<file path="src/sv/obb_pkg.sv">
package obb_pkg;

	localparam int W_IN   = 32;
	localparam int W_DIFF = 33;
	localparam int W_PROD = 66;
	localparam int W_AD   = 65;
	localparam int W_R    = 65;
	localparam int W_SUM  = 66;
	localparam int W_NSQ  = 64;
	localparam int W_LEN  = 32;
	localparam int W_PEN  = 31;
	localparam int W_NRM  = 16;

	localparam int NUM_AXES = 4;

	localparam int SQ_STEPS  = 2;
	localparam int SQ_BITS   = 32;
	localparam int LAT_SQRT  = SQ_BITS / SQ_STEPS;
	localparam int DIV_STEPS = 4;
	localparam int PEN_QW    = 31;
	localparam int NRM_QW    = 15;
	localparam int LAT_PDIV  = (PEN_QW + DIV_STEPS - 1) / DIV_STEPS;
	localparam int LAT_NDIV  = (NRM_QW + DIV_STEPS - 1) / DIV_STEPS;
	localparam int LAT_AXIS  = 2 + LAT_SQRT + LAT_PDIV;

	localparam logic [W_PEN-1:0] PEN_MAX = '1;

	typedef struct packed {
		logic signed [W_IN-1:0] x;
		logic signed [W_IN-1:0] y;
	} vec_t;

	typedef struct packed {
		logic                     sep;
		logic                     flip;
		logic signed [W_DIFF-1:0] nx;
		logic signed [W_DIFF-1:0] ny;
		logic [W_LEN-1:0]         len;
		logic [W_PEN-1:0]         pen;
	} axis_res_t;

	typedef struct packed {
		logic                    coll;
		logic signed [W_NRM-1:0] nx;
		logic signed [W_NRM-1:0] ny;
		logic [W_PEN-1:0]        pen;
	} result_t;

	function automatic logic signed [W_DIFF-1:0] sext(input logic signed [W_IN-1:0] v);
		return {v[W_IN-1], v};
	endfunction

	function automatic logic signed [W_PROD-1:0] smul(input logic signed [W_DIFF-1:0] a,
		input logic signed [W_DIFF-1:0] b);
		logic signed [W_PROD-1:0] r;
		r = a * b;
		return r;
	endfunction

	function automatic logic [W_PROD-1:0] mag(input logic signed [W_PROD-1:0] v);
		return v[W_PROD-1] ? -v : v;
	endfunction

endpackage

</file>
<file path="src/sv/obb_div.sv">
module obb_div #(
	parameter int QW = obb_pkg::PEN_QW
) (
	input  logic                      clk,
	input  logic                      en,
	input  logic [obb_pkg::W_LEN-1:0] rem_in,
	input  logic [QW-1:0]             low_in,
	input  logic [obb_pkg::W_LEN-1:0] den,
	output logic [QW-1:0]             quo
);

	localparam int DW    = obb_pkg::W_LEN;
	localparam int STEPS = obb_pkg::DIV_STEPS;
	localparam int NST   = (QW + STEPS - 1) / STEPS;

	logic [DW-1:0] r_q [NST];
	logic [QW-1:0] l_q [NST];
	logic [QW-1:0] q_q [NST];
	logic [DW-1:0] d_q [NST];

	logic [DW-1:0] r_in [NST];
	logic [QW-1:0] l_in [NST];
	logic [QW-1:0] q_in [NST];
	logic [DW-1:0] d_in [NST];

	genvar g;
	for (g = 0; g < NST; g++) begin : g_stage
		logic [DW-1:0] r_c;
		logic [QW-1:0] l_c;
		logic [QW-1:0] q_c;

		if (g == 0) begin : g_head
			assign r_in[g] = rem_in;
			assign l_in[g] = low_in;
			assign q_in[g] = '0;
			assign d_in[g] = den;
		end else begin : g_body
			assign r_in[g] = r_q[g-1];
			assign l_in[g] = l_q[g-1];
			assign q_in[g] = q_q[g-1];
			assign d_in[g] = d_q[g-1];
		end

		always_comb begin : p_step
			logic [DW:0]   t;
			logic [DW-1:0] r;
			logic [QW-1:0] l;
			logic [QW-1:0] q;
			r = r_in[g];
			l = l_in[g];
			q = q_in[g];
			t = '0;
			for (int i = 0; i < STEPS; i++) begin
				if (g * STEPS + i < QW) begin
					t = {r, l[QW-1]};
					l = l << 1;
					q = q << 1;
					if (t >= {1'b0, d_in[g]}) begin
						t = t - {1'b0, d_in[g]};
						q[0] = 1'b1;
					end
					r = t[DW-1:0];
				end
			end
			r_c = r;
			l_c = l;
			q_c = q;
		end

		always_ff @(posedge clk) begin
			if (en) begin
				r_q[g] <= r_c;
				l_q[g] <= l_c;
				q_q[g] <= q_c;
				d_q[g] <= d_in[g];
			end
		end
	end

	assign quo = q_q[NST-1];

endmodule

</file>
<file path="config.mk">
export PLATFORM = sky130hd
export DESIGN_NAME = obb_div
export DESIGN_NICKNAME = d
export VERILOG_FILES = /design/src/sv/obb_pkg.sv /design/src/sv/obb_div.sv
export SDC_FILE = /design/constraint.sdc
export NUM_CORES = 2
export LEC_CHECK = 0
export BUFFER_PORTS_ARGS = -buffer_cell sky130_fd_sc_hd__buf_2
export CORE_UTILIZATION = 38
export CTS_CLUSTER_SIZE = 30
export DETAILED_ROUTE_END_ITERATION = 12
export SLEW_MARGIN = 20
export SYNTH_ARGS = -nofsm -noshare
export SYNTH_HDL_FRONTEND = slang
export SYNTH_SLANG_ARGS = --single-unit
</file>
<file path="constraint.sdc">
create_clock -name clk -period 26.6 [get_ports clk]
set_input_delay 2.66 -clock clk [delete_from_list [all_inputs] [get_ports clk]]
set_output_delay 2.66 -clock clk [all_outputs]
set_load 0.005 [all_outputs]
</file>
==> impl_metrics.env <==
export IMPL_clk_latency_ns=0.76
export IMPL_drt_pass1_iterations=8
export IMPL_ys_seq_area_share_pct=26.04
export IMPL_yosysTopAreaCell="edfxtp_1"
export IMPL_fin_setup_tns_ns=0
export IMPL_drc_errors=0
export IMPL_port_buffers=127
export IMPL_start_kind="flop"
export IMPL_ys_ff_latch=696
export IMPL_antenna_found_initial=17
export IMPL_initial_core_util_pct=38.27
export IMPL_fin_skew_ns=0.03948
export IMPL_grt_start_max_net_pins=164
export IMPL_coreArea_um2=209800
export IMPL_nets=10357
export IMPL_dieWidth_um=461.6
export IMPL_routed_wl_um=274000
export IMPL_slew_headroom_pct=31.73
export IMPL_synth_distinct_cells=118
export IMPL_synthFlopType="edfxtp_1"
export IMPL_tightestPinTransition_ns=1.020
export IMPL_ctsHoldBuffers=0
export IMPL_required_ns=27.12
export IMPL_ys_warn_count=0
export IMPL_io_pins=128
export IMPL_synth_area_leaders="edfxtp_1 (26%), ha_1 (15%), xnor2_1 (5.6%)"
export IMPL_finalNonFillerCells=12123
export IMPL_reg2reg_depth=49
export IMPL_vias=70951
export IMPL_num_rows=168
export IMPL_finalSetupViolCount=0
export IMPL_cts_path_max_buffers=3
export IMPL_finalHoldViolCount=0
export IMPL_cts_made_buffers=87
export IMPL_hold_path_class="reg2reg"
export IMPL_placed_cells_incl_taps=11954
export IMPL_ctsResizeCount=0
export IMPL_synth_cells=9172
export IMPL_cp_max_fo=47
export IMPL_grt_pass1_vias=68461
export IMPL_holdPathStages=0
export IMPL_htreeDepth=3
export IMPL_maxCapViolations=0
export IMPL_dp_hpwl_um=222800
export IMPL_cts_sinks=696
export IMPL_cts_setup_buffers=0
export IMPL_initialDrtViolationCount=5495
export IMPL_crit_top_cell="a21oi_1"
export IMPL_drive_gt1_share_pct=8.581
export IMPL_async_flop_share_pct=0
export IMPL_syn_nets=10291
export IMPL_crit_arrival_ns=16.69
export IMPL_cts_tree="done"
export IMPL_die_h_um=461.6
export IMPL_fin_crit_sh_pct=60.81
export IMPL_final_cell_mix="ha_1 (992), a21oi_1 (838), edfxtp_1 (696)"
export IMPL_max_stage_delay_ns=0.75
export IMPL_path_clk_slew_ns=0.06
export IMPL_synth_cell_area_um2=80270
export IMPL_postRouteAntennaNets=0
export IMPL_fmax_mhz=61.82
export IMPL_routed_via_density=5.853
export IMPL_cts_root_buf="clkbuf_16"
export IMPL_final_min_clock_period_ns=16.18
export IMPL_criticalPathCategory="reg2reg"
export IMPL_cp_end_kind="flop"
export IMPL_die_area_um2=213100
export IMPL_synth_avg_cell_area_um2=8.752
export IMPL_synth_top_area_share_pct=26.04
export IMPL_outcome="completed"
export IMPL_rsz0062_at_grt="false"
export IMPL_area_growth_syn_to_layout_pct=8.348
export IMPL_globalRouteOverflowTotal=0
export IMPL_grt_pass1_wl_um=409300
export IMPL_synth_edf_count=696
export IMPL_layout_commonest_cell="ha_1"
export IMPL_cp_slowest_cell="nand2b_1"
export IMPL_wl_per_cell_um=22.60
export IMPL_grt_use_total_pct=24.99
export IMPL_routabilityCongestion=0.9470
export IMPL_slew_violations=0
[kinds of logic after synthesis]
kind of cell	after synthesis	share of synthesized area, %
AO/OA/AOI/OAI	2983	24.34
AND/OR/NAND/NOR	2336	14.12
adder cells (fa/ha/maj)	1022	16.21
flip-flops	696	26.04
XOR/XNOR	767	8.368
multiplexers	483	6.618
buffers and inverters	885	4.305
[cell type report]
class | count | area (µm²)
Fill cell | 21047 | 122800
Multi-Input combinational cell | 7591 | 56000
Sequential cell | 696 | 20900
Tap cell | 2805 | 3510
Inverter | 695 | 2614
Clock buffer | 97 | 2236
Timing Repair Buffer | 167 | 958.4
Clock inverter | 65 | 742.0
Antenna cell | 7 | 17.52
[state kept, by name, summed over array words and instances, names as in the netlist]
signal and cells:
q_q 143, r_q 224, d_q 224, l_q 105
[path summary, 6_finish.rpt]
path / from / to / slack, ns
hold reg to reg: q_q[1][7] / q_q[1][42] / 0.40
hold / removal: q_q[1][7] / q_q[1][42] / 0.40
setup reg to reg: d_q[1][16] / r_q[2][2] / 10.42
setup / recovery: d_q[1][16] / r_q[2][2] / 10.42
[synthesized netlist by cell type (75+ instances only)]
cell and count:
xor2_1 257, inv_1 676, nand3_1 166, o21ai_0 601
nand4_1 147, clkbuf_1 126, nor2b_1 128, mux2_2 319
mux2i_1 105, and3_1 75, o21bai_1 140, nand2_1 637
nor3_1 159, nand2b_1 118, edfxtp_1 696, xnor2_1 510
o21a_1 133, nor2_1 611, a21o_1 457, a21oi_1 838
ha_1 992
[per-layer routing]
metal / global-route usage [%] / part of all wire (%) / wire length [µm]
met5: 0 / 0.025 / 68
met4: 11.94 / 5.2 / 14300
met3: 2.688 / 4.5 / 12450
met2: 44.01 / 49 / 133000
met1: 30.23 / 42 / 114100
[critical path: cells and delay by family, from the launching register on]
family,cells,cell delay (ns)
adders and majority gates,4,1.53
DFF,1,0.48
AOI/OAI and AO/OA,32,8.67
buffers and inverters,5,2.28
and+or+nand+nor,6,2.04
muxes,2,0.88
[through the flow]
step	setup slack (ns)	cell area [µm²]	hold WS, ns	utilization, %
2_1_floorplan	12.68	80270	0.4003	-
3_3_place_gp	10.09	83970	0.4019	40.03
3_5_place_dp	10.03	83970	0.4045	40.03
4_1_cts	10.34	86950	0.4019	41.45
5_1_grt	9.388	86960	0.4039	41.45
6_report	10.42	86980	0.4049	41.46
Power is left out: the tool's default activity adds up to more than one toggle a clock period on the data nets, which glitch-free logic cannot reach.
